--- config.mk ---
export PLATFORM = sky130hd
export DESIGN_NAME = qfrp_div
export DESIGN_NICKNAME = d
export VERILOG_FILES = /design/src/rtl/qfrp_pkg.sv /design/src/rtl/qfrp_div.sv
export SDC_FILE = /design/constraint.sdc
export NUM_CORES = 1
export LEC_CHECK = 0
export BUFFER_PORTS_ARGS = -buffer_cell sky130_fd_sc_hd__buf_2
export CAP_MARGIN = 10
export CORE_AREA = 2 2 127 129
export CTS_CLUSTER_DIAMETER = 100
export DETAILED_ROUTE_END_ITERATION = 10
export DIE_AREA = 0 0 129 131
export PLACE_DENSITY = 0.67
export SYNTH_ARGS = -nofsm -noshare
export SYNTH_HDL_FRONTEND = slang
export SYNTH_SLANG_ARGS = --single-unit
--- constraint.sdc ---
create_clock -name clk -period 3.81 [get_ports clk]
set_input_delay 0.381 -clock clk [delete_from_list [all_inputs] [get_ports clk]]
set_output_delay 0.381 -clock clk [all_outputs]
set_load 0.02 [all_outputs]
--- src/rtl/qfrp_pkg.sv ---
`timescale 1ns / 1ps

package qfrp_pkg;

    // Fixed-point and sizing constants
    localparam int FRAC_BITS   = 16;
    localparam int POLY_TERMS  = 36;
    localparam int OUT_DIMS    = 3;
    localparam int NFEAT       = 7;
    localparam int LIN_TERMS   = NFEAT + 1;
    localparam int STORE_DEPTH = POLY_TERMS * OUT_DIMS;

    localparam int COORD_W  = 32;
    localparam int DMAG_W   = 33;
    localparam int SUMSQ_W  = 66;
    localparam int ROOT_W   = 33;
    localparam int REM_W    = ROOT_W + 2;
    localparam int QUO_W    = FRAC_BITS + 1;
    localparam int FEAT_W   = 35;
    localparam int TERM_W   = 52;
    localparam int ACC_W    = 96;
    localparam int WADDR_W  = $clog2(STORE_DEPTH);
    localparam int TADDR_W  = $clog2(POLY_TERMS);
    localparam int FIDX_W   = $clog2(NFEAT);

    // Shared multiplier: wide operand split in two halves
    localparam int MUL_HALF_W = 28;
    localparam int MUL_A_W    = 2 * MUL_HALF_W;
    localparam int MUL_B_W    = 35;
    localparam int MUL_P_W    = MUL_A_W + MUL_B_W;

    localparam logic [TERM_W-1:0] BIAS_TERM = TERM_W'(1) << FRAC_BITS;

    // Commands
    localparam logic CMD_LOAD    = 1'b0;
    localparam logic CMD_PREDICT = 1'b1;

    // Configuration register indexes
    localparam int CFG_IDX_W = 1;
    localparam logic [CFG_IDX_W-1:0] CFG_DEGREE = 1'b0;
    localparam logic [CFG_IDX_W-1:0] CFG_ROWS   = 1'b1;

    // Status codes
    localparam logic [1:0] ST_OK        = 2'd0;
    localparam logic [1:0] ST_UNTRAINED = 2'd1;
    localparam logic [1:0] ST_ROWS      = 2'd2;
    localparam logic [1:0] ST_ZERO_DIST = 2'd3;

    typedef struct packed {
        logic                      command;
        logic [6:0]                weight_index;
        logic signed [COORD_W-1:0] weight_value;
        logic signed [COORD_W-1:0] ax;
        logic signed [COORD_W-1:0] ay;
        logic signed [COORD_W-1:0] az;
        logic signed [COORD_W-1:0] bx;
        logic signed [COORD_W-1:0] by_coord;
        logic signed [COORD_W-1:0] bz;
    } qfrp_req_t;

    typedef struct packed {
        logic signed [COORD_W-1:0] pred_x;
        logic signed [COORD_W-1:0] pred_y;
        logic signed [COORD_W-1:0] pred_z;
        logic [1:0]                status;
    } qfrp_res_t;

    // Floor shift by FRAC_BITS and clamp to signed 32 bits
    function automatic logic signed [COORD_W-1:0] sat_out(input logic signed [ACC_W-1:0] acc);
        logic [ACC_W-FRAC_BITS-1:0] sh;
        sh = acc[ACC_W-1:FRAC_BITS];
        if ((&sh[ACC_W-FRAC_BITS-1:COORD_W-1]) || !(|sh[ACC_W-FRAC_BITS-1:COORD_W-1])) begin
            return sh[COORD_W-1:0];
        end
        else if (sh[ACC_W-FRAC_BITS-1]) begin
            return {1'b1, {(COORD_W-1){1'b0}}};
        end
        else begin
            return {1'b0, {(COORD_W-1){1'b1}}};
        end
    endfunction

endpackage

--- src/rtl/qfrp_div.sv ---
`timescale 1ns / 1ps

// Restoring divider for (num << FRAC_BITS) / den with num <= den
module qfrp_div (
    input  logic                         clk,
    input  logic                         rst_n,
    input  logic                         start,
    input  logic [qfrp_pkg::DMAG_W-1:0]  num,
    input  logic [qfrp_pkg::ROOT_W-1:0]  den,
    output logic                         done,
    output logic [qfrp_pkg::QUO_W-1:0]   quo
);
    import qfrp_pkg::*;

    logic [ROOT_W:0]   r_reg;
    logic [ROOT_W-1:0] den_reg;
    logic [QUO_W-1:0]  q_reg;
    logic [4:0]        cnt_reg;
    logic              busy_reg;
    logic              done_reg;
    logic              ge;
    logic [ROOT_W:0]   r_new;

    always_comb
    begin
        ge    = (r_reg >= {1'b0, den_reg});
        r_new = ge ? (r_reg - {1'b0, den_reg}) : r_reg;
    end

    always_ff @(posedge clk or negedge rst_n)
    begin
        if (!rst_n)
        begin
            busy_reg <= 1'b0;
            done_reg <= 1'b0;
            cnt_reg  <= '0;
        end
        else if (start)
        begin
            busy_reg <= 1'b1;
            done_reg <= 1'b0;
            cnt_reg  <= 5'(QUO_W);
        end
        else if (busy_reg)
        begin
            cnt_reg <= cnt_reg - 5'd1;
            if (cnt_reg == 5'd1)
            begin
                busy_reg <= 1'b0;
                done_reg <= 1'b1;
            end
        end
        else
        begin
            done_reg <= 1'b0;
        end
    end

    always_ff @(posedge clk)
    begin
        if (start)
        begin
            r_reg   <= (ROOT_W+1)'(num);
            den_reg <= den;
            q_reg   <= '0;
        end
        else if (busy_reg)
        begin
            r_reg <= {r_new[ROOT_W-1:0], 1'b0};
            q_reg <= {q_reg[QUO_W-2:0], ge};
        end
    end

    assign done = done_reg;
    assign quo  = q_reg;

endmodule
==> flow_summary.ini <==
[run_status]
status = complete, no violations

[grt]
antenna_found_initial = 0
grt_pass1_wl_microns = 22200
grtUsageTotal = 0.166
grt_pass1_vias = 4646
grt_overflow = 0
grt_max_degree = 70

[synthesis]
synth-compound-area-share = 0.155
synthMuxAreaShare = 0.0851
syn_nets = 678
synth_xor_area_frac = 0.0378
yosysWarnings = 0
yosysMostFrequentCell = edfxtp_1
ys_async_sr_fraction = 0.0769
synth_edf_count = 66
synth_top_area_frac = 0.342
synth_area_sq_mm = 0.00579
synth_commonest_cells = edfxtp_1, a21oi_1, nor2_1
synth_cells = 573
yosysTopAreaCell = edfxtp_1
synth_top_family_by_area = simple AND/OR/NAND/NOR gates
ys.flop_type = edfxtp_1
yosysSeqAreaShare = 0.435
yosys.area_share.simple = 0.163
syn_area_per_cell_sq_um = 10.1
synth_top_cells_by_area = edfxtp_1, ha_1, dfxtp_1
yosys_register_bits = 91
ys_types = 65
synth_adder_area_share = 0.0790

[cells_and_area]
area_delta_synth_final_pct = 16.9
final_area_sq_mm = 0.00677
largest_reg_flops = 34
nFillCells = 1534
num_antenna_cells = 0
drive_gt1_frac = 0.226
nets = 764

[clock_network]
hold_buffers = 1
clock_latency_ns = 0.36
post_cts_resized = 0
clk_pin_slew_ns = 0.07
cts.sinks = 91
numCtsBuffers = 9
clock_path_buffers = 2
post-cts-setup-buffers = 0
cts_tree = built
cts_max_level = 3
cts_root_buffer = clkbuf_16

[worst_setup_path]
worstPathMaxFanout = 18
path_class = reg2reg
r2r_end = r_reg[15]$_DFFE_PP_
reg2reg_slack_ns = 0.49
critPathMaxStageDelay_ns = 0.40
required_ns = 3.92
end_kind = register
crit_slowest_cell = fa_1
path_cells = inv_1, ha_1, inv_1, fa_1, nand3_1, a21oi_1, o311a_4, o21ai_4, a21oi_2, or2_1, buf_4, mux2_4, mux2_2
timing.rr.start = r_reg[0]$_SDFFCE_PN0P_
path_delay_family = compound AO/OA/AOI/OAI gates
cp_data_arrival_time_ns = 3.43
crit_buf_inv = 3
start_kind = register
crit_top_cell = inv_1
r2r_cells = 13

[routing]
wl_microns = 13400
routedWlPerCell_microns = 15.2
first_pass_iters = 5
ant_nets = 0
vias = 4517
viasPerCell = 5.13
drc = 0
drtIter0Drc = 236

[timing]
finalHoldViolCount = 0
timing.final.crit_share = 0.872
finalSetupTns_ns = 0
relSlewSlack = 0.436
period_needed_ns = 3.32
rsz0062_at_grt = false
tightest_slew_ns = 0.846
slew_violations = 0
timing.fmax_mhz = 301
setup_viol = 0
skew_ns = 0.0102

[min_path]
holdPathEnd = den_reg[3]$_DFFE_PP_
hold_class = in2reg
hp-start = den[3]
whs_path_depth = 1

[placement]
numPortBuffers = 86
dp_hpwl_microns = 10000
placed_area_sq_mm = 0.00647
routabilityCongestion = 0.872

[floorplan]
num_rows = 46
die_area_sq_mm = 0.0169
start_util = 0.371
ios = 87
die_width_microns = 129
die_h_microns = 131
coreArea_sq_mm = 0.0156

[run]
drv_cap = 0

[pwr]
leakagePower_uw = 0.00300
irDropWorstVdd_mv = 0.339
cellPowerDensity_mw_per_mm2 = 790
==> report_power, final <==
| part | total (uW) | switching (uW) | internal [uW] |
|---|---|---|---|
| Clock | 883 | 408 | 474 |
| Combinational | 2920 | 1590 | 1330 |
| Sequential | 1550 | 156 | 1390 |
| Total | 5350 | 2160 | 3200 |
==> through the flow <==
stage	cells	total power [uW]	setup slack, ns	hold slack (ns)	utilization
6_report	880	5350	0.487	0.196	0.434
5_1_grt	880	5790	0.331	0.181	0.434
4_1_cts	880	5380	0.493	0.187	0.434
3_5_place_dp	863	4460	0.516	0.223	0.415
3_3_place_gp	863	4380	0.606	0.215	0.415
2_1_floorplan	573	3820	0.697	0.0854	-
==> layer usage <==
metal	GRT usage	wire length [microns]
met1	0.211	6180
met2	0.281	6420
met3	0.0407	639
met4	0.0512	159
met5	0	0
==> worst max-delay path by stage <==
stage | slack [ns] | start | end | cells after the start
2_1_floorplan | 0.70 | r_reg[0]$_SDFFCE_PN0P_ | r_reg[11]$_DFFE_PP_ | 14
3_3_place_gp | 0.61 | r_reg[0]$_SDFFCE_PN0P_ | r_reg[11]$_DFFE_PP_ | 13
3_5_place_dp | 0.52 | r_reg[0]$_SDFFCE_PN0P_ | r_reg[27]$_DFFE_PP_ | 14
4_1_cts | 0.49 | r_reg[0]$_SDFFCE_PN0P_ | r_reg[15]$_DFFE_PP_ | 13
5_1_grt | 0.33 | r_reg[0]$_SDFFCE_PN0P_ | r_reg[17]$_DFFE_PP_ | 13
6_report | 0.49 | r_reg[0]$_SDFFCE_PN0P_ | r_reg[15]$_DFFE_PP_ | 13
==> cell type report <==
cell class | count | area, sq um | share of cell area
multi-input combinational | 419 | 3010 | 0.445
sequential | 91 | 2520 | 0.372
timing repair buffer | 96 | 523 | 0.0772
tap | 216 | 270 | 0.0399
clock buffer | 10 | 239 | 0.0353
inverter | 42 | 158 | 0.0233
clock inverter | 6 | 55.1 | 0.00813
==> layout by cell type, fill, tap and decap left out, drive strengths merged, types with 8 or more instances in the layout <==
cell	n
o21ai	29
mux2i	23
clkbuf	10
a21o	12
nor2b	15
nor3b	8
inv	46
nor2	45
a21oi	52
nor3	10
buf	95
edfxtp	66
ha	35
mux2	21
nand3	18
dfxtp	18
xnor2	19
a211oi	8
nand2	34
==> worst reg2reg max path, cell delays in order, from the launching register on <==
cell and delay [ns]:
edfxtp_1 0.36, inv_1 0.08, ha_1 0.16, inv_1 0.05, fa_1 0.40, nand3_1 0.12
a21oi_1 0.10, o311a_4 0.40, o21ai_4 0.22, a21oi_2 0.12, or2_1 0.25, buf_4 0.23
mux2_4 0.33, mux2_2 0.25
==> cells by family (layout without fill, tap and decap cells) <==
family	after synthesis	count (layout)
simple gates	179	179
flops	91	91
compound gates	135	135
mux	44	44
buf+inv	63	154
xor+xnor	25	25
fa+ha+maj	36	36
Power figures use the tool's default switching activity.
