$ cat config.mk
export PLATFORM = sky130hd
export DESIGN_NAME = qfrp_sqrt
export DESIGN_NICKNAME = d
export VERILOG_FILES = /design/src/rtl/qfrp_pkg.sv /design/src/rtl/qfrp_sqrt.sv
export SDC_FILE = /design/constraint.sdc
export NUM_CORES = 1
export LEC_CHECK = 0
export ABC_CLOCK_PERIOD_IN_PS = 3200
export BUFFER_PORTS_ARGS = -buffer_cell sky130_fd_sc_hd__buf_2
export CAP_MARGIN = 20
export CORE_ASPECT_RATIO = 0.6
export CORE_MARGIN = 1.5
export CORE_UTILIZATION = 45
export CTS_BUF_LIST = sky130_fd_sc_hd__clkbuf_2
export CTS_CLUSTER_DIAMETER = 80
export DETAILED_ROUTE_END_ITERATION = 10
export GPL_TIMING_DRIVEN = 0
export PLACE_DENSITY = 0.71
export SYNTH_ARGS = -nofsm -noshare
export SYNTH_HDL_FRONTEND = slang
export SYNTH_SLANG_ARGS = --single-unit
$ cat constraint.sdc
create_clock -name clk -period 3.2 [get_ports clk]
set_input_delay 0.32 -clock clk [delete_from_list [all_inputs] [get_ports clk]]
set_output_delay 0.32 -clock clk [all_outputs]
set_load 0.05 [all_outputs]
$ cat src/rtl/qfrp_pkg.sv
`timescale 1ns / 1ps

package qfrp_pkg;

    // Fixed-point and sizing constants
    localparam int FRAC_BITS   = 16;
    localparam int POLY_TERMS  = 36;
    localparam int OUT_DIMS    = 3;
    localparam int NFEAT       = 7;
    localparam int LIN_TERMS   = NFEAT + 1;
    localparam int STORE_DEPTH = POLY_TERMS * OUT_DIMS;

    localparam int COORD_W  = 32;
    localparam int DMAG_W   = 33;
    localparam int SUMSQ_W  = 66;
    localparam int ROOT_W   = 33;
    localparam int REM_W    = ROOT_W + 2;
    localparam int QUO_W    = FRAC_BITS + 1;
    localparam int FEAT_W   = 35;
    localparam int TERM_W   = 52;
    localparam int ACC_W    = 96;
    localparam int WADDR_W  = $clog2(STORE_DEPTH);
    localparam int TADDR_W  = $clog2(POLY_TERMS);
    localparam int FIDX_W   = $clog2(NFEAT);

    // Shared multiplier: wide operand split in two halves
    localparam int MUL_HALF_W = 28;
    localparam int MUL_A_W    = 2 * MUL_HALF_W;
    localparam int MUL_B_W    = 35;
    localparam int MUL_P_W    = MUL_A_W + MUL_B_W;

    localparam logic [TERM_W-1:0] BIAS_TERM = TERM_W'(1) << FRAC_BITS;

    // Commands
    localparam logic CMD_LOAD    = 1'b0;
    localparam logic CMD_PREDICT = 1'b1;

    // Configuration register indexes
    localparam int CFG_IDX_W = 1;
    localparam logic [CFG_IDX_W-1:0] CFG_DEGREE = 1'b0;
    localparam logic [CFG_IDX_W-1:0] CFG_ROWS   = 1'b1;

    // Status codes
    localparam logic [1:0] ST_OK        = 2'd0;
    localparam logic [1:0] ST_UNTRAINED = 2'd1;
    localparam logic [1:0] ST_ROWS      = 2'd2;
    localparam logic [1:0] ST_ZERO_DIST = 2'd3;

    typedef struct packed {
        logic                      command;
        logic [6:0]                weight_index;
        logic signed [COORD_W-1:0] weight_value;
        logic signed [COORD_W-1:0] ax;
        logic signed [COORD_W-1:0] ay;
        logic signed [COORD_W-1:0] az;
        logic signed [COORD_W-1:0] bx;
        logic signed [COORD_W-1:0] by_coord;
        logic signed [COORD_W-1:0] bz;
    } qfrp_req_t;

    typedef struct packed {
        logic signed [COORD_W-1:0] pred_x;
        logic signed [COORD_W-1:0] pred_y;
        logic signed [COORD_W-1:0] pred_z;
        logic [1:0]                status;
    } qfrp_res_t;

    // Floor shift by FRAC_BITS and clamp to signed 32 bits
    function automatic logic signed [COORD_W-1:0] sat_out(input logic signed [ACC_W-1:0] acc);
        logic [ACC_W-FRAC_BITS-1:0] sh;
        sh = acc[ACC_W-1:FRAC_BITS];
        if ((&sh[ACC_W-FRAC_BITS-1:COORD_W-1]) || !(|sh[ACC_W-FRAC_BITS-1:COORD_W-1])) begin
            return sh[COORD_W-1:0];
        end
        else if (sh[ACC_W-FRAC_BITS-1]) begin
            return {1'b1, {(COORD_W-1){1'b0}}};
        end
        else begin
            return {1'b0, {(COORD_W-1){1'b1}}};
        end
    endfunction

endpackage

$ cat src/rtl/qfrp_sqrt.sv
`timescale 1ns / 1ps

// Restoring integer square root, one root bit per cycle
module qfrp_sqrt (
    input  logic                          clk,
    input  logic                          rst_n,
    input  logic                          start,
    input  logic [qfrp_pkg::SUMSQ_W-1:0]  rad,
    output logic                          done,
    output logic [qfrp_pkg::ROOT_W-1:0]   root
);
    import qfrp_pkg::*;

    logic [SUMSQ_W-1:0] rad_reg;
    logic [REM_W-1:0]   rem_reg;
    logic [ROOT_W-1:0]  root_reg;
    logic [5:0]         cnt_reg;
    logic               busy_reg;
    logic               done_reg;
    logic [REM_W+1:0]   rem_sh;
    logic [REM_W+1:0]   trial;
    logic               ge;
    logic [REM_W+1:0]   rem_new;

    always_comb
    begin
        rem_sh  = {rem_reg, rad_reg[SUMSQ_W-1:SUMSQ_W-2]};
        trial   = {2'b00, root_reg, 2'b01};
        ge      = (rem_sh >= trial);
        rem_new = ge ? (rem_sh - trial) : rem_sh;
    end

    always_ff @(posedge clk or negedge rst_n)
    begin
        if (!rst_n)
        begin
            busy_reg <= 1'b0;
            done_reg <= 1'b0;
            cnt_reg  <= '0;
        end
        else if (start)
        begin
            busy_reg <= 1'b1;
            done_reg <= 1'b0;
            cnt_reg  <= 6'(ROOT_W);
        end
        else if (busy_reg)
        begin
            cnt_reg <= cnt_reg - 6'd1;
            if (cnt_reg == 6'd1)
            begin
                busy_reg <= 1'b0;
                done_reg <= 1'b1;
            end
        end
        else
        begin
            done_reg <= 1'b0;
        end
    end

    always_ff @(posedge clk)
    begin
        if (start)
        begin
            rad_reg  <= rad;
            rem_reg  <= '0;
            root_reg <= '0;
        end
        else if (busy_reg)
        begin
            rad_reg  <= {rad_reg[SUMSQ_W-3:0], 2'b00};
            rem_reg  <= rem_new[REM_W-1:0];
            root_reg <= {root_reg[ROOT_W-2:0], ge};
        end
    end

    assign done = done_reg;
    assign root = root_reg;

endmodule

==> impl_metrics.csv <==
group,metric,value,unit
outcome,outcome,"complete, no violations",
detailed_routing,detail_route.wl_per_cell,17.2,µm
placement,io_buffer_count,101,
floorplanning,design.core.area,0.0173,mm²
power,seq_power_share,0.290,
floorplanning,io-pin-count,103,
detailed_routing,antenna_left,0,
power,combPwrFrac,0.596,
placement,gp_routability_congestion,0.919,
clocking,cts-htree-levels,4,
global_route,grt_start_max_net_pins,67,
global_route,grtUsageMet3,0.0479,
sta,period_minus_ws_final,3080,ps
sta,final.period_utilization,0.962,
sta,report.final.setup_viol,0,
power,ir_drop,331,µV
clocking,cts_made_buffers,17,
worst_setup_path,critPathKind,"reg2reg",
clocking,clk_pin_slew_worst_paths,260,ps
worst_setup_path,timing.critical_path.fanout_max,10,
finish,final-instance-count-excl-fill,1220,
synthesis,synth_fp_nets,880,
sta,timing.fmax,325,MHz
detailed_routing,drt_iter0_drc,546,
sta,timing.clock.skew,47.6,ps
clocking,cts_root_buf,"clkbuf_2",
flow_run,maxCapViolations,0,
synthesis,postSynth.asyncResetShare,0.0563,
placement,place_inst,1109,
power,internal_power,5000,µW
sta,tightest_slew_margin_relative_to_the_limit,0.409,
floorplanning,initial_core_util,0.462,
clocking,cts_sinks,142,
global_route,m1_gr_usage,0.353,
placement,detailed_place_hpwl,14.3,mm
detailed_routing,wirelength,21.0,mm
floorplanning,die_w,175,µm
global_route,grt_antenna_before_repair,0,
worst_setup_path,critical_path.endpoint_type,"flip-flop",
clocking,insertion_delay,720,ps
power,p_sw_frac,0.442,
synthesis,most_common_flop_cell_mapped_by_yosys,"dfxtp_1",
clocking,cts-root-to-sink-buffers,2,
sta,final_max_slew_viol_count,0,
floorplanning,die_height,106,µm
min_path,timing.hold.worst.class,"in2reg",
finish,final_cell_mix,"buf_2, nor2_1, dlygate4sd3_1",
finish,nets,1078,
detailed_routing,number_of_drc_violations_after_detailed_routing,0,
synthesis,synthesis.area,0.00799,mm²
worst_setup_path,required,3830,ps
sta,hold_viol_final,0,
detailed_routing,drt_first_pass_iters,7,
synthesis,post_synth_num_cell_types,62,
global_route,grt_first_pass_wirelength,33.0,mm
synthesis,number_of_instances_in_the_synthesized_netlist,774,
global_route,grt_use_met2,0.318,
floorplanning,floorplan.die_area,0.0186,mm²
placement,dp_worst_setup_slack,-248,ps
global_route,grtUsageTotal,0.227,
global_route,via_count_of_the_first_global_routing_pass,6199,
finish,largest_register_ff_count,66,
clocking,cts_tree,"built",
global_route,grt_remaining_overflow,0,
synthesis,ys_warns,0,
sta,worst_slew_pin_slew,886,ps
finish,postLayoutCoreUtil,0.572,
worst_setup_path,critical_path.startpoint_type,"flip-flop",
power,power_frac_clock,0.114,
global_route,grt-busiest-layer,"met1",
worst_setup_path,data_arrival_time_of_the_critical_path,3710,ps
sta,worst_slack,122,ps
finish,mostFrequentLayoutCell,"buf_2",
synthesis,ys_ff_latch,142,
finish,syn_to_final_growth,23.8,%
synthesis,synth_enable_flop_cells,66,
detailed_routing,detailroute.via_count,6616,
synthesis,synth.yosys.seq_area_share,0.444,
power,leakage_power_total,0.00437,µW
power,switchingPower,3960,µW
floorplanning,placementRows,37,
finish,fraction_of_layout_instances_using_a_drive_strength_above_1,0.257,
synthesis,syn_avg_cell_area,10.3,µm²
detailed_routing,drt-vias-per-instance,5.42,
worst_setup_path,timing.reg2reg.setup_slack,120,ps
power,power-per-cell-area,906,mW/mm²
cells in the mapped netlist, types with 2 or more instances:
cell type / number / area [µm²]
nor2_1: 88 / 330
dfxtp_1: 68 / 1360
edfxtp_1: 66 / 1980
mux2_2: 64 / 721
mux2i_1: 55 / 551
inv_1: 48 / 180
a21oi_1: 38 / 190
ha_1: 37 / 463
nand2_1: 34 / 128
clkbuf_1: 33 / 124
a211oi_1: 28 / 210
xnor2_1: 21 / 184
o21ai_0: 19 / 95.1
a21o_1: 17 / 128
xor2_1: 12 / 105
nor3_1: 11 / 55.1
nand3_1: 10 / 50.1
nand4_1: 10 / 62.6
dfrtp_1: 8 / 200
nor2b_1: 8 / 50.1
o211ai_1: 8 / 60.1
o21bai_1: 8 / 60.1
and2_1: 6 / 37.5
and3_1: 6 / 37.5
o21a_1: 6 / 45.0
a311oi_1: 5 / 43.8
buf_2: 4 / 20.0
o31ai_1: 4 / 30.0
a32oi_1: 3 / 26.3
a41oi_1: 3 / 26.3
a2111oi_2: 2 / 30.0
a21oi_2: 2 / 17.5
a2bb2oi_1: 2 / 17.5
a31oi_1: 2 / 12.5
a41o_1: 2 / 20.0
buf_1: 2 / 7.51
buf_12: 2 / 40.0
buf_6: 2 / 22.5
nand2b_1: 2 / 12.5
nand3b_1: 2 / 15.0
nor3_2: 2 / 20.0
nor4_1: 2 / 12.5
o21ai_1: 2 / 10.0
or2_2: 2 / 12.5
logic make-up (layout without fill, tap and decap cells):
logic type | count (synthesis) | count (layout) | synth area share
adders and majority gates | 37 | 37 | 0.0580
AOI/OAI and AO/OA | 162 | 162 | 0.143
other | 0 | 1 | 0
buffers and inverters | 91 | 302 | 0.0494
muxes | 119 | 119 | 0.159
xor gates and xnor gates | 33 | 33 | 0.0362
and+or+nand+nor | 190 | 190 | 0.110
DFF | 142 | 142 | 0.444
worst paths after layout:
check                       startpoint           to  depth (start not counted)
max in group asynchronous        rst_n   cnt_reg[0]                          3
max                           root[12]  rem_reg[20]                         13
min reg2reg                rem_reg[22]  rem_reg[22]                          2
min                              start  rem_reg[31]                          5
min in group asynchronous        rst_n   cnt_reg[3]                          3
max reg2reg                   root[12]  rem_reg[20]                         13
area by class of cell:
cell class                      count  area (µm²)
Multi-Input combinational cell    541        4150
Buffer                             40         203
Inverter                           48         180
Antenna cell                        1        2.50
Clock buffer                       18        90.1
Clock inverter                     14         129
Fill cell                        1515        7380
Timing Repair Buffer              182        1280
Sequential cell                   142        3560
Tap cell                          234         293
power groups by stage:
stage	sequential [µW]	clock, µW	combinational, µW
2_1_floorplan	2600	0	3710
3_3_place_gp	2610	0	4660
3_5_place_dp	2620	0	4710
4_1_cts	2580	1050	4940
5_1_grt	2640	1100	5790
6_report	2590	1020	5340
repair_timing:
| item | CTS | global route |
|---|---|---|
| hold endpoints to repair | 74 | 0 |
| setup buffers | 3 | 10 |
| gates resized for setup | 8 | 19 |
| endpoints found under the setup margin | 30 | 30 |
| pin swaps | 1 | 9 |
| hold buffers | 68 | 0 |
metal layers:
metal / routed length, µm / vias up
met3: 1420 / 26
met1: 10800 / 3148
met2: 8570 / 229
met4: 191 / 0
li1: - / 3213
met5: 0 / -
stage by stage:
stage / TNS (ps) / hold slack (ps) / power [µW] / instance area, µm²
CTS: 0 / 230 / 8570 / 9750
floorplan: 0 / 24.4 / 6310 / 7990
global route: -19.2 / 305 / 9530 / 9880
global placement: -33730 / 173 / 7270 / 8780
finish: 0 / 270 / 8960 / 9890
detailed placement: -658 / 176 / 7330 / 8790
critical path, cell delays in order, from the launching register on:
cell and delay (ps):
dfxtp_1 440, inv_1 60, ha_1 430, a21oi_2 320
nor3_4 70, a2111oi_2 310, o31ai_1 150, a21oi_2 210
a21oi_4 100, or2_1 230, buf_6 150, buf_12 150
mux2i_1 140, a211oi_1 220
(Power assumes the default switching activity.)
