<file path="src/rtl/qfrp_pkg.sv">
`timescale 1ns / 1ps

package qfrp_pkg;

    // Fixed-point and sizing constants
    localparam int FRAC_BITS   = 16;
    localparam int POLY_TERMS  = 36;
    localparam int OUT_DIMS    = 3;
    localparam int NFEAT       = 7;
    localparam int LIN_TERMS   = NFEAT + 1;
    localparam int STORE_DEPTH = POLY_TERMS * OUT_DIMS;

    localparam int COORD_W  = 32;
    localparam int DMAG_W   = 33;
    localparam int SUMSQ_W  = 66;
    localparam int ROOT_W   = 33;
    localparam int REM_W    = ROOT_W + 2;
    localparam int QUO_W    = FRAC_BITS + 1;
    localparam int FEAT_W   = 35;
    localparam int TERM_W   = 52;
    localparam int ACC_W    = 96;
    localparam int WADDR_W  = $clog2(STORE_DEPTH);
    localparam int TADDR_W  = $clog2(POLY_TERMS);
    localparam int FIDX_W   = $clog2(NFEAT);

    // Shared multiplier: wide operand split in two halves
    localparam int MUL_HALF_W = 28;
    localparam int MUL_A_W    = 2 * MUL_HALF_W;
    localparam int MUL_B_W    = 35;
    localparam int MUL_P_W    = MUL_A_W + MUL_B_W;

    localparam logic [TERM_W-1:0] BIAS_TERM = TERM_W'(1) << FRAC_BITS;

    // Commands
    localparam logic CMD_LOAD    = 1'b0;
    localparam logic CMD_PREDICT = 1'b1;

    // Configuration register indexes
    localparam int CFG_IDX_W = 1;
    localparam logic [CFG_IDX_W-1:0] CFG_DEGREE = 1'b0;
    localparam logic [CFG_IDX_W-1:0] CFG_ROWS   = 1'b1;

    // Status codes
    localparam logic [1:0] ST_OK        = 2'd0;
    localparam logic [1:0] ST_UNTRAINED = 2'd1;
    localparam logic [1:0] ST_ROWS      = 2'd2;
    localparam logic [1:0] ST_ZERO_DIST = 2'd3;

    typedef struct packed {
        logic                      command;
        logic [6:0]                weight_index;
        logic signed [COORD_W-1:0] weight_value;
        logic signed [COORD_W-1:0] ax;
        logic signed [COORD_W-1:0] ay;
        logic signed [COORD_W-1:0] az;
        logic signed [COORD_W-1:0] bx;
        logic signed [COORD_W-1:0] by_coord;
        logic signed [COORD_W-1:0] bz;
    } qfrp_req_t;

    typedef struct packed {
        logic signed [COORD_W-1:0] pred_x;
        logic signed [COORD_W-1:0] pred_y;
        logic signed [COORD_W-1:0] pred_z;
        logic [1:0]                status;
    } qfrp_res_t;

    // Floor shift by FRAC_BITS and clamp to signed 32 bits
    function automatic logic signed [COORD_W-1:0] sat_out(input logic signed [ACC_W-1:0] acc);
        logic [ACC_W-FRAC_BITS-1:0] sh;
        sh = acc[ACC_W-1:FRAC_BITS];
        if ((&sh[ACC_W-FRAC_BITS-1:COORD_W-1]) || !(|sh[ACC_W-FRAC_BITS-1:COORD_W-1])) begin
            return sh[COORD_W-1:0];
        end
        else if (sh[ACC_W-FRAC_BITS-1]) begin
            return {1'b1, {(COORD_W-1){1'b0}}};
        end
        else begin
            return {1'b0, {(COORD_W-1){1'b1}}};
        end
    endfunction

endpackage

</file>
<file path="src/rtl/qfrp_mul.sv">
`timescale 1ns / 1ps

// Unsigned multiplier: a partial product for the low half, then for the high half, of operand a
module qfrp_mul (
    input  logic                          clk,
    input  logic                          rst_n,
    input  logic                          start,
    input  logic [qfrp_pkg::MUL_A_W-1:0]  a,
    input  logic [qfrp_pkg::MUL_B_W-1:0]  b,
    output logic                          done,
    output logic [qfrp_pkg::MUL_P_W-1:0]  prod
);
    import qfrp_pkg::*;

    logic [MUL_A_W-1:0]    a_reg;
    logic [MUL_B_W-1:0]    b_reg;
    logic                  busy_reg;
    logic                  hi_reg;
    logic                  done_reg;
    logic [MUL_P_W-1:0]    prod_reg;
    logic [MUL_HALF_W-1:0] half;
    logic [MUL_HALF_W+MUL_B_W-1:0] pp;

    // One partial product per cycle
    always_comb
    begin
        half = hi_reg ? a_reg[MUL_A_W-1:MUL_HALF_W] : a_reg[MUL_HALF_W-1:0];
        pp   = (MUL_HALF_W+MUL_B_W)'(half) * (MUL_HALF_W+MUL_B_W)'(b_reg);
    end

    always_ff @(posedge clk or negedge rst_n)
    begin
        if (!rst_n)
        begin
            busy_reg <= 1'b0;
            hi_reg   <= 1'b0;
            done_reg <= 1'b0;
        end
        else if (start)
        begin
            busy_reg <= 1'b1;
            hi_reg   <= 1'b0;
            done_reg <= 1'b0;
        end
        else if (busy_reg)
        begin
            hi_reg <= 1'b1;
            if (hi_reg)
            begin
                busy_reg <= 1'b0;
                done_reg <= 1'b1;
            end
        end
        else
        begin
            done_reg <= 1'b0;
        end
    end

    always_ff @(posedge clk)
    begin
        if (start)
        begin
            a_reg <= a;
            b_reg <= b;
        end
        else if (busy_reg)
        begin
            if (hi_reg)
            begin
                prod_reg <= prod_reg + (MUL_P_W'(pp) << MUL_HALF_W);
            end
            else
            begin
                prod_reg <= MUL_P_W'(pp);
            end
        end
    end

    assign done = done_reg;
    assign prod = prod_reg;

endmodule

</file>
<file path="config.mk">
export PLATFORM = sky130hd
export DESIGN_NAME = qfrp_mul
export DESIGN_NICKNAME = d
export VERILOG_FILES = /design/src/rtl/qfrp_pkg.sv /design/src/rtl/qfrp_mul.sv
export SDC_FILE = /design/constraint.sdc
export NUM_CORES = 2
export LEC_CHECK = 0
export BUFFER_PORTS_ARGS = -buffer_cell sky130_fd_sc_hd__buf_2
export CAP_MARGIN = 20
export CORE_MARGIN = 3
export CORE_UTILIZATION = 59
export DETAILED_ROUTE_END_ITERATION = 12
export MAX_ROUTING_LAYER = met4
export PLACE_DENSITY_LB_ADDON = 0.3
export SETUP_SLACK_MARGIN = 0.1
export SYNTH_ARGS = -nofsm -noshare
export SYNTH_HDL_FRONTEND = slang
export SYNTH_SLANG_ARGS = --single-unit
</file>
<file path="constraint.sdc">
create_clock -name clk -period 9.5 [get_ports clk]
set_clock_uncertainty 0.15 [all_clocks]
set_input_delay 1.425 -clock clk [delete_from_list [all_inputs] [get_ports clk]]
set_output_delay 1.425 -clock clk [all_outputs]
set_load 0.02 [all_outputs]
</file>
==> impl_table.tex <==
\begin{tabular}{lr}
\hline
Metric & Value \\
\hline
\multicolumn{2}{l}{\textbf{Route}} \\
\quad Pre-antenna DRT Iters & 6 \\
\quad Number of routed nets with antenna violations & 0 \\
\quad Number of vias in the routed layout & between 30,000 and 40,000 \\
\quad Total Routed Length & 128,000 microns \\
\quad Iteration-0 DRC count of the detailed router & 2,607 \\
\quad Vias per std cell & between 5 and 6 \\
\quad Number of design rule violations left after detail routing & 0 \\
\quad Average routed wire per standard cell & 21.0 microns \\
\multicolumn{2}{l}{\textbf{GRT}} \\
\quad Via count of the first global-routing pass & 37,484 \\
\quad Total track usage & 36.2\% \\
\quad Initial antenna violation count & 8 \\
\quad Maximum number of pins on one net before global-route repair & 64 \\
\quad Total grt overflow & 0 \\
\quad Met1 Usage GRT & a little over two fifths \\
\quad Global-route wire length before repair & 201,000 microns \\
\quad GR peak layer & met2 \\
\quad Met2 Use GR & between 50\% and 60\% \\
\quad Met3 Use GR & 6.70\% \\
\multicolumn{2}{l}{\textbf{Timing}} \\
\quad Slew Limit Fails & 0 \\
\quad Hold Slack & roughly 380 ps \\
\quad Final count of negative-setup-slack endpoints & 28 \\
\quad Final worst-path setup slack & -503 ps \\
\quad Transition time of the tightest slew-check pin & 926 ps \\
\quad Relative slew slack & roughly two fifths \\
\quad Clock period minus worst slack & 10,000 ps \\
\quad Timing-limited maximum frequency & roughly 100 MHz \\
\quad Share of the clock period used by the worst path & 105\% \\
\quad Setup repair after global routing missed its margin & true \\
\quad Final hold viol count & 0 \\
\multicolumn{2}{l}{\textbf{Clock tree}} \\
\quad Clock-pin slew reported for the worst setup and hold paths after clock tree synthesis & about 90 ps \\
\quad Post-cts hold buffer count & 0 \\
\quad Cts bufs inserted & 17 \\
\quad Cell chosen for the clock root & clkbuf\_16 \\
\quad Sinks on Clock Net & 185 \\
\quad CTS tree & yes \\
\quad Insertion delay to the later sink of the worst-skew pair & $\sim$510 ps \\
\quad Buffer depth of the longest clock path & 2 \\
\quad Depth of the CTS H-tree & 4 \\
\multicolumn{2}{l}{\textbf{Setup path}} \\
\quad Worst r2r path cells & 39 \\
\quad Critical path start-end classification & reg2reg \\
\quad Cell repeated most along the worst path & fa\_1 \\
\quad Type of element launching the critical path & register \\
\quad Buffering stage count on the worst path with inverters included & 11 \\
\quad Critical Path End Type & register \\
\quad Arr. time, crit path & 10,120 ps \\
\quad Worst-path cell with the longest stage delay & fa\_1 \\
\quad Required @ worst endpoint & just under 10,000 ps \\
\quad CP top delay family & adder cells \\
\quad Launch point of the worst reg-to-reg path & hi\_reg \\
\quad Largest driver fanout on the critical path & 7 \\
\quad Worst R2R End & prod[90] \\
\quad R2R setup slack & -500 ps \\
\quad Peak per-stage delay on the critical path & 570 ps \\
\multicolumn{2}{l}{\textbf{Logic synthesis}} \\
\quad Async S/R FF share, synth & 1.62\% \\
\quad Most area-consuming cells after synthesis & fa\_1 41\%, edfxtp\_1 13\%, inv\_1 8.9\%, ha\_1 8.5\%, and2\_1 7.4\% \\
\quad Number of different library cells in the post-synthesis netlist & between 70 and 80 \\
\quad Most used DFF post-synth & edfxtp\_1 \\
\quad Number of synthesized flops with an enable pin & 182 \\
\quad Synth cell count leaders & 997 x inv\_1, 857 x fa\_1, 609 x nand2\_1 \\
\quad Fraction of the mapped netlist area in simple logic gates & roughly 16\% \\
\quad Xor/xnor cell area share of the yosys netlist & 2.29\% \\
\quad Area of the mapped netlist & 0.0421 sq mm \\
\quad Most used standard cell by instance count after synthesis & inv\_1 \\
\quad Largest area contributor in the netlist & fa\_1 \\
\quad Yosys top cell area share & between 40 and 50\% \\
\quad Seq cells post-synth & 185 \\
\quad Warnings from Yosys & 0 \\
\quad Main combinational cell family by area after synthesis & adder cells \\
\quad Syn avg cell area & 9.33 sq um \\
\quad Adder and majority cell fraction of the synthesized area & 49.3\% \\
\quad Net count of the mapped netlist & 5,747 \\
\quad Multiplexer share of the synthesized area & 1.51\% \\
\quad Post-synthesis sequential area ratio & 13.2\% \\
\quad Share of the synthesized area in compound gates (AO/OA/AOI/OAI) & 6.92\% \\
\quad Cell count after synthesis & 4,509 \\
\multicolumn{2}{l}{\textbf{Finish}} \\
\quad Synthesis-to-layout area growth & 21.9\% \\
\quad Final \#Nets & about 6,400 \\
\quad Share of post-route cells with drive strength above 1 & 23.8\% \\
\quad Final core area utilization & 72.9\% \\
\quad Flip-flop count of the largest register, all copies and words added & 91 \\
\multicolumn{2}{l}{\textbf{Die}} \\
\quad DIE AREA & around 0.075 sq mm \\
\quad Number of rows in the core area & 97 \\
\quad Initial Utilization & 59.8\% \\
\quad Core footprint & approximately 0.07 sq mm \\
\quad Height of the die & 273 microns \\
\quad Die width & approximately 270 microns \\
\quad I/O pins & 186 \\
\multicolumn{2}{l}{\textbf{Status}} \\
\quad Violations in the final reports & negative setup slack \\
\quad Run status & finished with violations \\
\multicolumn{2}{l}{\textbf{Placement}} \\
\quad IO buf count & 185 \\
\quad Final estimated routing congestion in global placement & 0.974 \\
\quad DPL Wire Length & 101,000 microns \\
\multicolumn{2}{l}{\textbf{Worst hold path}} \\
\quad Hold Path Depth & 1 \\
\quad Min-delay src & busy\_reg \\
\quad Endpoint with the worst hold slack & busy\_reg \\
\quad Type of the most critical hold path & reg2reg \\
\multicolumn{2}{l}{\textbf{Job}} \\
\quad Max cap viols & 0 \\
\hline
\end{tabular}
## cell usage in the layout (no fill, tap or decap), types with 17 or more instances in the layout
| master | count |
|---|---|
| inv_1 | 976 |
| fa_1 | 834 |
| nand2_1 | 599 |
| buf_4 | 587 |
| and2_1 | 482 |
| ha_1 | 262 |
| buf_2 | 185 |
| edfxtp_1 | 182 |
| a21o_1 | 96 |
| nor2_1 | 84 |
| a21oi_1 | 78 |
| buf_6 | 45 |
| a21oi_2 | 42 |
| xnor2_1 | 42 |
| o21ai_0 | 35 |
| xor2_1 | 33 |
| buf_12 | 33 |
| mux2_2 | 30 |
| nand4_1 | 26 |
| mux2_4 | 24 |
| ha_4 | 24 |
| fa_2 | 23 |
| xnor2_2 | 22 |
| nand3_1 | 22 |
| o21bai_1 | 21 |
| inv_2 | 21 |
| o21ai_2 | 18 |
| o21ai_1 | 17 |
| clkbuf_16 | 17 |
## layer usage
layer / share of wire [%] / vias to the layer above
met5: 0 / -
met4: 7.2 / 0
met3: 7.7 / 520
met2: 49 / 1646
met1: 36 / 17507
li1: - / 14885
## per-stage QoR
step	worst slack [ps]	setup TNS, ps	std cells	cell area [sq um]
3_3_place_gp	-872	-12630	5961	47900
2_1_floorplan	110	0	4509	42100
6_report	-503	-7180	6100	51200
4_1_cts	-411	-2760	6054	50300
3_5_place_dp	-914	-16570	5961	47900
5_1_grt	-824	-14760	6099	51200
## timing repair
item,4_1_cts,5_1_grt
endpoints found under the hold margin,0,0
cloned,4,2
pin swaps,121,129
setup buffers,59,40
resized for setup,250,168
endpoints found under the setup margin,38,36
## area by class of cell
class | count | area (sq um)
antenna | 8 | 20.0
multi-input combinational | 3086 | 33600
clock buffer | 17 | 425
tap | 940 | 1180
fill | 4859 | 19000
timing repair buffer | 852 | 6530
inverter | 997 | 3740
clock inverter | 15 | 199
sequential | 185 | 5540
## cells by family (layout without fill, tap and decap cells)
group                      after synthesis  in the layout
AOI/OAI and AO/OA                      437            437
xor gates and xnor gates               110            110
adders and majority gates             1144           1144
buffers and inverters                 1242           1881
DFF                                    185            185
muxes                                   57             61
other                                    0              8
and+or+nand+nor                       1334           1334
## how the worst max path moves through the flow
stage / end / slack (ps) / cells after the start / start
global route: prod[90] / -820 / 39 / hi_reg
finish: prod[90] / -500 / 39 / hi_reg
global placement: prod[76] / -870 / 36 / hi_reg
CTS: prod[90] / -410 / 39 / hi_reg
detailed placement: prod[76] / -910 / 36 / hi_reg
floorplan: prod[90] / 110 / 37 / hi_reg
## worst register-to-register path, delay by kind of cell, from the launching register on
family	cells	cell delay [ps]
DFF	1	540
and+or+nand+nor	8	1440
xor gates and xnor gates	1	300
muxes	2	640
adders and majority gates	9	4030
AOI/OAI and AO/OA	8	1320
buffers and inverters	11	1320
Power is not shown: default switching activity piles up to over one toggle a cycle in this logic, so the estimate is an artifact.
