### config.mk
export PLATFORM = sky130hd
export DESIGN_NAME = qfrp_mem
export DESIGN_NICKNAME = d
export VERILOG_FILES = /design/src/rtl/qfrp_mem.sv
export SDC_FILE = /design/constraint.sdc
export NUM_CORES = 1
export LEC_CHECK = 0
export BUFFER_PORTS_ARGS = -buffer_cell sky130_fd_sc_hd__clkbuf_2
export CAP_MARGIN = 10
export CELL_PAD_IN_SITES_DETAIL_PLACEMENT = 1
export CELL_PAD_IN_SITES_GLOBAL_PLACEMENT = 2
export CORE_MARGIN = 1.5
export CORE_UTILIZATION = 49
export DETAILED_ROUTE_END_ITERATION = 8
export GPL_ROUTABILITY_DRIVEN = 0
export PLACE_DENSITY_LB_ADDON = 0.1
export SLEW_MARGIN = 15
export SYNTH_ARGS = -nofsm -noshare
export SYNTH_HDL_FRONTEND = slang
export SYNTH_SLANG_ARGS = --single-unit
### constraint.sdc
create_clock -name clk -period 3.6 [get_ports clk]
set_clock_uncertainty 0.1 [all_clocks]
set_input_delay 0.72 -clock clk [delete_from_list [all_inputs] [get_ports clk]]
set_output_delay 0.72 -clock clk [all_outputs]
set_load 0.005 [all_outputs]
### src/rtl/qfrp_mem.sv
`timescale 1ns / 1ps

// Single-port-write, single-port-read RAM, registered read
module qfrp_mem #(
    parameter int DEPTH = 36,
    parameter int WIDTH = 32
) (
    input  logic                     clk,
    input  logic                     we,
    input  logic [$clog2(DEPTH)-1:0] waddr,
    input  logic [WIDTH-1:0]         wdata,
    input  logic [$clog2(DEPTH)-1:0] raddr,
    output logic [WIDTH-1:0]         rdata
);

    logic [WIDTH-1:0] mem [DEPTH];

    always_ff @(posedge clk)
    begin
        if (we)
        begin
            mem[waddr] <= wdata;
        end
        rdata <= mem[raddr];
    end

endmodule

==> results of run 1 <==
==> cell usage after synthesis <==
cell type  number  share of area
edfxtp_1     1152           0.76
clkbuf_4        4        0.00066
or2_2           1        0.00014
nor2b_1         3        0.00041
mux4_2         32          0.016
buf_4          20         0.0033
a22oi_1       128          0.021
dfxtp_1        32          0.014
buf_6          17         0.0042
nor2_1         39         0.0032
buf_8           2        0.00066
or3_1           1        0.00014
o22ai_1        32         0.0044
buf_2          30         0.0033
o41ai_2        32          0.011
a221oi_1       13         0.0025
nand2_1        35         0.0029
nand3b_1        5        0.00082
nand2b_1        2        0.00027
buf_1          10        0.00082
a21oi_1        64         0.0070
nand3_1         3        0.00033
a22o_1         64          0.012
a221oi_2       51          0.017
and2_1          1        0.00014
or3b_2          2        0.00038
mux2i_1       512           0.11
clkbuf_1       58         0.0048
==> cell type report <==
type,count,share of cell area
multi-input cells,1020,0.190
flip-flops and latches,1184,0.671
well taps,1243,0.0296
repair buffers,213,0.0354
clock buffers,161,0.0625
clock inverters,60,0.0107
==> layer usage <==
layer	vias up	wire length (um)
met5	-	28
met4	4	4560
met3	224	7460
met2	763	65800
met1	12900	55000
li1	10100	-
==> path summary, 6_finish.rpt <==
check                   startpoint           endpoint  slack, ns  cells after the start
max                       raddr[0]   rdata[4]$_DFF_P_       1.20                      7
min          mem[34][22]$_DFFE_PP_  rdata[22]$_DFF_P_       0.56                      3
max reg2reg   mem[29][8]$_DFFE_PP_   rdata[8]$_DFF_P_       1.63                      5
min reg2reg  mem[34][22]$_DFFE_PP_  rdata[22]$_DFF_P_       0.56                      3
==> state kept, by name, summed over array words and instances (netlist names) <==
signal  cells
rdata      32
mem      1152
==> metrics by stage <==
| stage | cells | area (sq um) | setup slack, ns | total power [uW] | hold WS, ns |
|---|---|---|---|---|---|
| after floorplan | 2345 | 45700 | 0.453 | 16400 | 0.529 |
| after global placement | 3660 | 48600 | 0.466 | 17100 | 0.546 |
| after detailed placement | 3660 | 48600 | 0.478 | 17100 | 0.551 |
| after CTS | 3881 | 52500 | 1.20 | 29200 | 0.544 |
| after global routing | 3881 | 52500 | 1.15 | 29700 | 0.596 |
| final | 3881 | 52500 | 1.20 | 29000 | 0.557 |
==> logic make-up after synthesis <==
kind of cell / after synthesis / share of synthesized area
AO/OA/AOI/OAI: 384 / 0.0753
flip-flops: 1184 / 0.771
buffers and inverters: 141 / 0.0176
multiplexers: 544 / 0.128
AND/OR/NAND/NOR: 92 / 0.00870
==> layout by cell type, fill, tap and decap left out, types with 3 or more instances in the layout <==
master,synthesis,layout
clkinv_2,0,23
mux4_2,32,32
o41ai_2,32,32
clkbuf_2,0,75
edfxtp_1,1152,1152
a22o_1,64,64
bufinv_16,0,10
a21oi_1,64,64
nor2_4,0,37
clkbuf_16,0,123
nand3b_1,5,5
inv_6,0,3
clkbuf_8,0,6
buf_12,0,35
dfxtp_1,32,32
mux2i_1,512,512
o22ai_1,32,32
a221oi_1,13,13
a221oi_2,51,51
a22oi_1,128,128
nand3_1,3,3
clkinv_1,0,19
clkinvlp_4,0,4
buf_4,20,102
clkbuf_1,58,32
nand2_1,35,34
==> worst max-delay path, cell delays in order <==
cell and delay [ns]:
buf_8 0.25, buf_4 0.38, buf_4 0.39, mux2i_1 0.12, a221oi_1 0.51, o22ai_1 0.17, o41ai_2 0.32
==> where the power goes <==
part	internal (uW)	switching (uW)
clock network	7070	5160
logic	523	970
registers	15300	67.1
==> impl_results.md, run 1 <==
* Remaining Overflow, GRT at 0
* Worst Setup End Kind: flop
* Area Growth Syn to Fin at 14.8%
* Met3 GRT Util at 0.0471
* Synthesized Nets at around 2400
* Clk Latency, worst-skew pair at 0.70 ns
* Post-synthesis sequential area ratio at 0.771
* Core Util, Final at 0.570
* Vias per std cell at 6.18
* Global Route Usage Sum at 0.283
* Worst Path Arrival at 2.89 ns
* Tmin final at 2.40 ns
* H-tree levels at 3
* Die width at 308 um
* Final period util at 0.666
* First-pass GRT wire length at 186 mm
* Post-DP HPWL at 72.5 mm
* TritonCTS sink count at between 1000 and 1500
* Share of layout cells above drive strength 1 at 0.206
* Initial DRC Count at 2296
* Final TNS setup at 0 ns
* Max-slew headroom at 0.257
* Post-Syn Area per Cell at between 15 and 20 sq um
* Num CTS Buffers at 118
* Post-CTS Setup Inserts at 0
* Status: complete, no violations
* GR Util met2 at 0.473
* Mapped Cells at 2345
* Num ports at 78
* Nets at about 2600
* Setup Crit Path Kind: input port to flop
* Critical Path RT at 4.09 ns
* Die area at around 0.095 sq mm
* Starting density of the core at 0.497
* Max Freq at 417 MHz
* Worst-Margin Slew at approximately 1.1 ns
* Via count at 24000
* CTS Hold Bufs at 0
* Vias in the first global route at 24900
* Maximum vdd drop at 434 uV
* Global route hottest layer: met2
* Synthesized flop and latch total at ~1200
* M1 GR Usage at 0.377
* Port bufs at 77
* Total iterations of the first detailed-routing run at 5
* ANT nets after route at 0
* Pwr Density at 553 mW/mm^2
* Post-synth cell types at 28
* # DRC at 0
* Total wire length at about 130 mm
* Routed WL per cell at ~34 um
* Crit start category: input port
* Maxcap violations at 0
* Diodes inserted at 0
* Largest net degree at the start of global routing at 64
* FP Rows at about 110
* Fin. Hold Viols at 0
* Yosys warning total at 0
* Chip height at slightly above 300 um
* Initial antenna violation count at 3
* Worst-path clk slew at 0.06 ns
* FF/Latch Area at roughly 0.035 sq mm
* Root buf cell: clkbuf_16
* Clock Path Buffers at 3
* # fillers at around 8000
* Worst Hold Class: flop to flop
* Leak pwr at 0.0180 uW
* Slew Limit Fails at 0
* Core area at 0.0921 sq mm
* Final Setup Violations at 0
* Area occupied by multi-input gates at 0.00999 sq mm
* CP Max Fanout at 19
* TritonCTS clock tree: yes
* Syn Std Cell Area at 0.0457 sq mm
* # resized after CTS at 0
* RSZ-0062 raised after global routing: no
(Power assumes the default switching activity.)
==> run 2: changes to the inputs <==
--- a/config.mk
+++ b/config.mk
@@ -10,7 +10,7 @@
 export CELL_PAD_IN_SITES_DETAIL_PLACEMENT = 1
 export CELL_PAD_IN_SITES_GLOBAL_PLACEMENT = 2
 export CORE_MARGIN = 1.5
-export CORE_UTILIZATION = 49
+export CORE_UTILIZATION = 44
 export DETAILED_ROUTE_END_ITERATION = 8
 export GPL_ROUTABILITY_DRIVEN = 0
 export PLACE_DENSITY_LB_ADDON = 0.1
==> constraint.sdc (replaced) <==
create_clock -name clk -period 2.1 [get_ports clk]
set_clock_uncertainty 0.1 [all_clocks]
set_input_delay 0.42 -clock clk [delete_from_list [all_inputs] [get_ports clk]]
set_output_delay 0.42 -clock clk [all_outputs]
set_load 0.005 [all_outputs]
==> run 2 against run 1 <==
  * Critical path depth rose by 1
  * Combinational power rose by 94%
  * Clock power rose by 84%
  * Register-to-register slack got worse by 1.4 ns
  * Critical path type unchanged
  * Largest power group unchanged
  * Highest routed layer unchanged
==> impl_results.md, run 2 (same netlist as run 1, synthesis figures left out) <==
* Status: complete, no violations
* CTS Hold Bufs at 1 (+1)
* Met3 GRT Util at 0.0440 (-0.00310)
* CP Max Fanout at 15 (-4)
* RSZ-0062 raised after global routing: no
* Maximum vdd drop at 760 uV (+75%)
* Slew Limit Fails at 0 (unchanged)
* Post-CTS Setup Inserts at 0 (unchanged)
* Place WS at -0.596 ns (-1.07 ns)
* Number of stages on the worst hold path at 4 (+1)
* Maxcap violations at 0 (unchanged)
* Crit-path slowest cell: o41ai_2
* Die width at 325 um (+5.5%)
* GR Util met2 at 0.403 (-0.0696)
* Total iterations of the first detailed-routing run at 5 (unchanged)
* H-tree levels at 4 (+1)
* Largest net degree at the start of global routing at 37 (-42%)
* Global Route Usage Sum at 0.250 (-0.0327)
* Initial antenna violation count at 7 (+4)
* Starting density of the core at 0.442 (-0.0542)
* Global route hottest layer: met2
* Design Power at 51500 uW (+77%)
* Worst-Margin Slew at 0.775 ns (-0.340 ns)
* Worst Hold Class: input port to flop
* Switching Share at 0.216 (+0.00244)
* Setup Crit Path Kind: input port to flop
* Initial DRC Count at 2013 (-12%)
* Leading registers by flop count: mem (1152), rdata (32)
* Delay-heaviest family, CP: compound AO/OA/AOI/OAI gates
* # resized after CTS at 0 (unchanged)
* Area Growth Syn to Fin at 20.9%
* R2R depth at 5 (unchanged)
* Vias in the first global route at 25600 (+2.5%)
* Worst-path clk slew at 0.06 ns (about the same)
* Post-DP HPWL at 78.7 mm (+8.5%)
* Die area at 0.106 sq mm (+11%)
* Leak pwr at 0.0193 uW (+7.2%)
* Reg2Reg Setup Slack at 0.23 ns (-1.40 ns)
* Pwr Density at 932 mW/mm^2 (+68%)
* Core Util, Final at 0.535 (-0.0349)
* Worst path depth at 8 (+1)
* Max reg flops at 1152 (unchanged)
* Root buf cell: clkbuf_16
* Sequential Power Share at 0.509 (-0.018)
* Via count at 24400 (+1.8%)
* Most frequent CP cell: buf_12
* CP cell instances: clkbuf_2 -> and2_4 -> buf_12 -> buf_12 -> a22o_1 -> a221oi_2 -> o22ai_1 -> o41ai_2
* Num ports at 78 (unchanged)
* Final Setup Violations at 0 (unchanged)
* TritonCTS clock tree: yes
* Power share of the combinational group at 0.056 (+0.005)
* Nets at 2775 (+7.4%)
* Diodes inserted at 0 (unchanged)
* Worst Setup End Kind: flop
* Remaining Overflow, GRT at 0 (unchanged)
* FP Rows at 118 (+6.3%)
* Routed WL per cell at 31.3 um (-8.5%)
* Max stage delay on crit path at 0.60 ns (+0.09 ns)
* Clk Latency, worst-skew pair at 0.75 ns (+0.05 ns)
* Crit path buffers/inverters at 3 (unchanged)
* Port bufs at 77 (unchanged)
* Total wire length at 132 mm (-0.68%)
* Clock Path Buffers at 3 (unchanged)
* First-pass GRT wire length at 187 mm (+0.61%)
* M1 GR Usage at 0.350 (-0.0274)
* Share of layout cells above drive strength 1 at 0.259 (+0.0529)
* Fin. Hold Viols at 0 (unchanged)
* Num CTS Buffers at 132 (+12%)
* Biggest register: mem
* TritonCTS sink count at 1184 (unchanged)
* Chip height at 325 um (+5.5%)
* Psw at 11100 uW (+80%)
* Int Pwr at 40400 uW (+77%)
* Core area at 0.103 sq mm (+12%)
* Most common cell after layout, fill and taps aside: edfxtp_1
* Placed cells at 3974 (+8.6%)
* Max-slew headroom at 0.483 (+0.227)
* ANT nets after route at 0 (unchanged)
* Vias per std cell at 5.79 (-6.3%)
* # DRC at 0 (unchanged)
* Commonest non-fill, non-tap cells in the layout: 1152 x edfxtp_1, 512 x mux2i_1, 203 x buf_4
* Worst Setup Slack, final at 0.101 ns (-1.10 ns)
* Worst Path Arrival at 2.48 ns (-0.41 ns)
* Crit start category: input port
* Max Freq at 500 MHz
* Critical Path RT at 2.58 ns (-1.51 ns)
* Final std cells w/o fill at 4213 (+8.6%)
* Final period util at 0.952
* Clk pwr share at 0.435 (+0.014)
* Tmin final at ~2 ns
## run 2: cell count changes in the layout (fill, tap and decap cells not counted), moves of 2 or more
cell | previous run | this run
clkinvlp_4 | 4 | 6
clkinv_2 | 23 | 14
inv_6 | 3 | 6
clkbuf_8 | 6 | 9
buf_4 | 102 | 203
bufinv_16 | 10 | 6
clkinv_1 | 19 | 25
buf_12 | 35 | 111
clkbuf_16 | 123 | 138
## run 2: cell type report
class,count,area [sq um]
repair buffers,391,4150
clock inverters,60,498
fillers,9232,48100
flip-flops and latches,1184,35200
well taps,1380,1730
clock buffers,178,3690
multi-input cells,1020,10000
## run 2: worst paths after layout
path	to	start
worst min register to register	rdata[31]$_DFF_P_	mem[35][31]$_DFFE_PP_
worst max-delay path	rdata[15]$_DFF_P_	raddr[1]
worst min-delay path	mem[1][17]$_DFFE_PP_	waddr[1]
worst max register to register	rdata[15]$_DFF_P_	mem[29][15]$_DFFE_PP_
## run 2: worst min-delay path, stage by stage
cell and delay [ns]:
clkbuf_2 0.10, or3b_2 0.12, buf_4 0.11, nor2_4 0.06
## run 2: power by group through the flow
| stage | Sequential (uW) | Clock [uW] | Combinational [uW] |
|---|---|---|---|
| after detailed placement | 26800 | 0 | 2890 |
| after global placement | 26700 | 0 | 2830 |
| after floorplan | 26700 | 0 | 1450 |
| after global routing | 26300 | 23700 | 3060 |
| final | 26300 | 22400 | 2890 |
| after CTS | 26300 | 22900 | 2910 |
## run 2: stage by stage
stage / hold slack, ns / TNS, ns / area [sq um]
2_1_floorplan: 0.419 / -164.20 / 45900
3_3_place_gp: 0.547 / -9.45 / 51100
3_5_place_dp: 0.552 / -12.38 / 51100
4_1_cts: 0.117 / 0 / 55300
5_1_grt: 0.142 / 0 / 55300
6_report: 0.147 / 0 / 55300
## run 2: per-layer routing
metal,part of all wire,vias to the layer above
met1,0.44,13100
met2,0.48,662
met5,0.00018,-
li1,-,10400
met3,0.052,185
met4,0.024,4
==> run 3: changes to the inputs <==
==> config.mk (replaced) <==
export PLATFORM = sky130hd
export DESIGN_NAME = qfrp_mem
export DESIGN_NICKNAME = d
export VERILOG_FILES = /design/src/rtl/qfrp_mem.sv
export SDC_FILE = /design/constraint.sdc
export NUM_CORES = 1
export LEC_CHECK = 0
export BUFFER_PORTS_ARGS = -buffer_cell sky130_fd_sc_hd__clkbuf_2
export CAP_MARGIN = 10
export CORE_MARGIN = 5
export CORE_UTILIZATION = 56
export DETAILED_ROUTE_END_ITERATION = 8
export GPL_ROUTABILITY_DRIVEN = 0
export PLACE_DENSITY = 0.75
export SLEW_MARGIN = 15
export SYNTH_ARGS = -nofsm -noshare
export SYNTH_HDL_FRONTEND = slang
export SYNTH_SLANG_ARGS = --single-unit
==> run 3 against run 2 <==
  * Clock-buffer cell count shrank 22
  * First-iteration DRC count grew 52%
  * Register-to-register slack lost 0.14 ns
  * Hold slack gained 0.093 ns
  * Critical path depth shrank 3
  * Cell area fell by 2.6%
  * Utilization grew 13 points
  * Die area down 17%
  * Critical path type is now flop to flop
  * Critical endpoint is now rdata[7]$_DFF_P_
==> impl_results.md, run 3 (same netlist as run 1, synthesis figures left out) <==
* Hold path startpoint: raddr[5]
* Max Freq at 498 MHz (-0.41%)
* Max-slew headroom at 0.482 (-0.00187)
* Max reg flops at 1152 (unchanged)
* CP cell instances: mux2i_1 -> a22o_1 -> a221oi_1 -> o22ai_1 -> o41ai_2
* Commonest non-fill, non-tap cells in the layout: 1152 x edfxtp_1, 512 x mux2i_1, 130 x buf_4
* Die area at 0.0875 sq mm (-17%)
* Crit start category: flop
* First-pass GRT wire length at 166 mm (-11%)
* CP Max Fanout at 1 (-14)
* Leak pwr at 0.0188 uW (-2.9%)
* Worst Setup SP: mem[28][7]$_DFFE_PP_
* Port bufs at 77 (unchanged)
* Worst Path Arrival at 2.41 ns (-0.07 ns)
* Worst Setup End Kind: flop
* Initial DRC Count at 3065 (+52%)
* Largest net degree at the start of global routing at 37 (unchanged)
* Via count at 24400 (+0.12%)
* Delay-heaviest family, CP: compound AO/OA/AOI/OAI gates
* RSZ-0062 raised after global routing: no
* Final std cells w/o fill at 3796 (-9.9%)
* Setup Crit Path Kind: flop to flop
* Routed WL per cell at 30.4 um (-2.7%)
* Total wire length at 116 mm (-12%)
* Crit-path slowest cell: o41ai_2
* Final period util at 0.956 (+0.00391)
* Num CTS Buffers at 113 (-14%)
* Crit path buffers/inverters at 0 (-3)
* # resized after CTS at 0 (unchanged)
* CTS Hold Bufs at 0 (-1)
* Remaining Overflow, GRT at 0 (unchanged)
* Root buf cell: clkbuf_16
* Fin. Hold Viols at 0 (unchanged)
* Die width at 296 um (-9.1%)
* Post-DP HPWL at 67.5 mm (-14%)
* TritonCTS clock tree: yes
* Nets at 2681 (-3.4%)
* Worst hold margin at 0.241 ns (+0.0934 ns)
* Slew Limit Fails at 0 (unchanged)
* Chip height at 296 um (-9.1%)
* Clock Path Buffers at 3 (unchanged)
* Post-CTS Setup Inserts at 0 (unchanged)
* Leading registers by flop count: mem (1152), rdata (32)
* Placed cells at 3580 (-9.9%)
* Num ports at 78 (unchanged)
* Critical Path RT at 2.51 ns (-0.07 ns)
* Initial antenna violation count at 4 (-3)
* Total iterations of the first detailed-routing run at 7 (+2)
* Vias per std cell at 6.44 (+11%)
* Worst-Margin Slew at 0.778 ns (+0.00280 ns)
* Worst Hold Class: input port to flop
* TritonCTS sink count at 1184 (unchanged)
* Biggest register: mem
* Status: complete, no violations
* Area Growth Syn to Fin at 17.8%
* ANT nets after route at 0 (unchanged)
* Worst-path clk slew at 0.06 ns (about the same)
* Final Setup Violations at 0 (unchanged)
* # DRC at 0 (unchanged)
* H-tree levels at 3 (-1)
* Maximum vdd drop at 792 uV (+4.1%)
* Share of layout cells above drive strength 1 at 0.236 (-0.0232)
* Pwr Density at 915 mW/mm^2 (-1.9%)
* FP Rows at 104 (-12%)
* Global Route Usage Sum at 0.264 (+0.0136)
* Starting density of the core at 0.566 (+0.123)
* Tmin final at 2.01 ns (+0.00822 ns)
* Worst R2R Start: mem[28][7]$_DFFE_PP_
* Most common cell after layout, fill and taps aside: edfxtp_1
* Vias in the first global route at 24500 (-4.0%)
* Maxcap violations at 0 (unchanged)
* Clk Latency, worst-skew pair at 0.67 ns (-0.08 ns)
* Core area at 0.0808 sq mm (-22%)
* Max stage delay on crit path at 0.70 ns (+0.10 ns)
-- run 3: path summary, 6_finish.rpt --
path	endpoint	slack [ns]	depth (start not counted)
worst min-delay path	rdata[20]$_DFF_P_	0.24	3
worst max register to register	rdata[7]$_DFF_P_	0.09	5
worst min register to register	rdata[15]$_DFF_P_	0.55	3
worst max-delay path	rdata[7]$_DFF_P_	0.09	5
-- run 3: per-stage QoR --
step	area, sq um	setup TNS [ns]	power (uW)	util	setup slack, ns
after floorplan	45900	-164.20	28100	-	-0.315
after CTS	53900	0	49500	0.666	0.110
final	53900	0	49300	0.667	0.0932
after global placement	50100	-5.13	29400	0.620	-0.547
after detailed placement	50100	-7.81	29500	0.620	-0.551
after global routing	53900	0	50700	0.666	0.0635
-- run 3: layout make-up --
class / instances / area [sq um]
Antenna cell: 6 / 15.0
Clock buffer: 156 / 3150
Clock inverter: 54 / 576
Fill cell: 5008 / 26900
Multi-Input combinational cell: 1020 / 10000
Sequential cell: 1184 / 35200
Tap cell: 1060 / 1330
Timing Repair Buffer: 316 / 3570
-- run 3: where the power goes --
group          total [uW]  internal [uW]  switching (uW)  leakage, uW
Clock               20300          11900            8370      0.00183
Combinational        2740           1110            1640      0.00631
Sequential          26300          26100             109       0.0106
-- run 3: tightest hold or removal path: cells and delay by family --
| kind | cells | cell delay (ns) |
|---|---|---|
| buf+inv | 1 | 0.31 |
| compound gates | 1 | 0.07 |
| simple gates | 1 | 0.16 |
-- run 3: routing by layer --
metal / global-route usage / routed length, um
met2: 0.431 / 55800
met4: 0.101 / 4680
met5: 0 / 7
met1: 0.355 / 43800
met3: 0.0568 / 11300
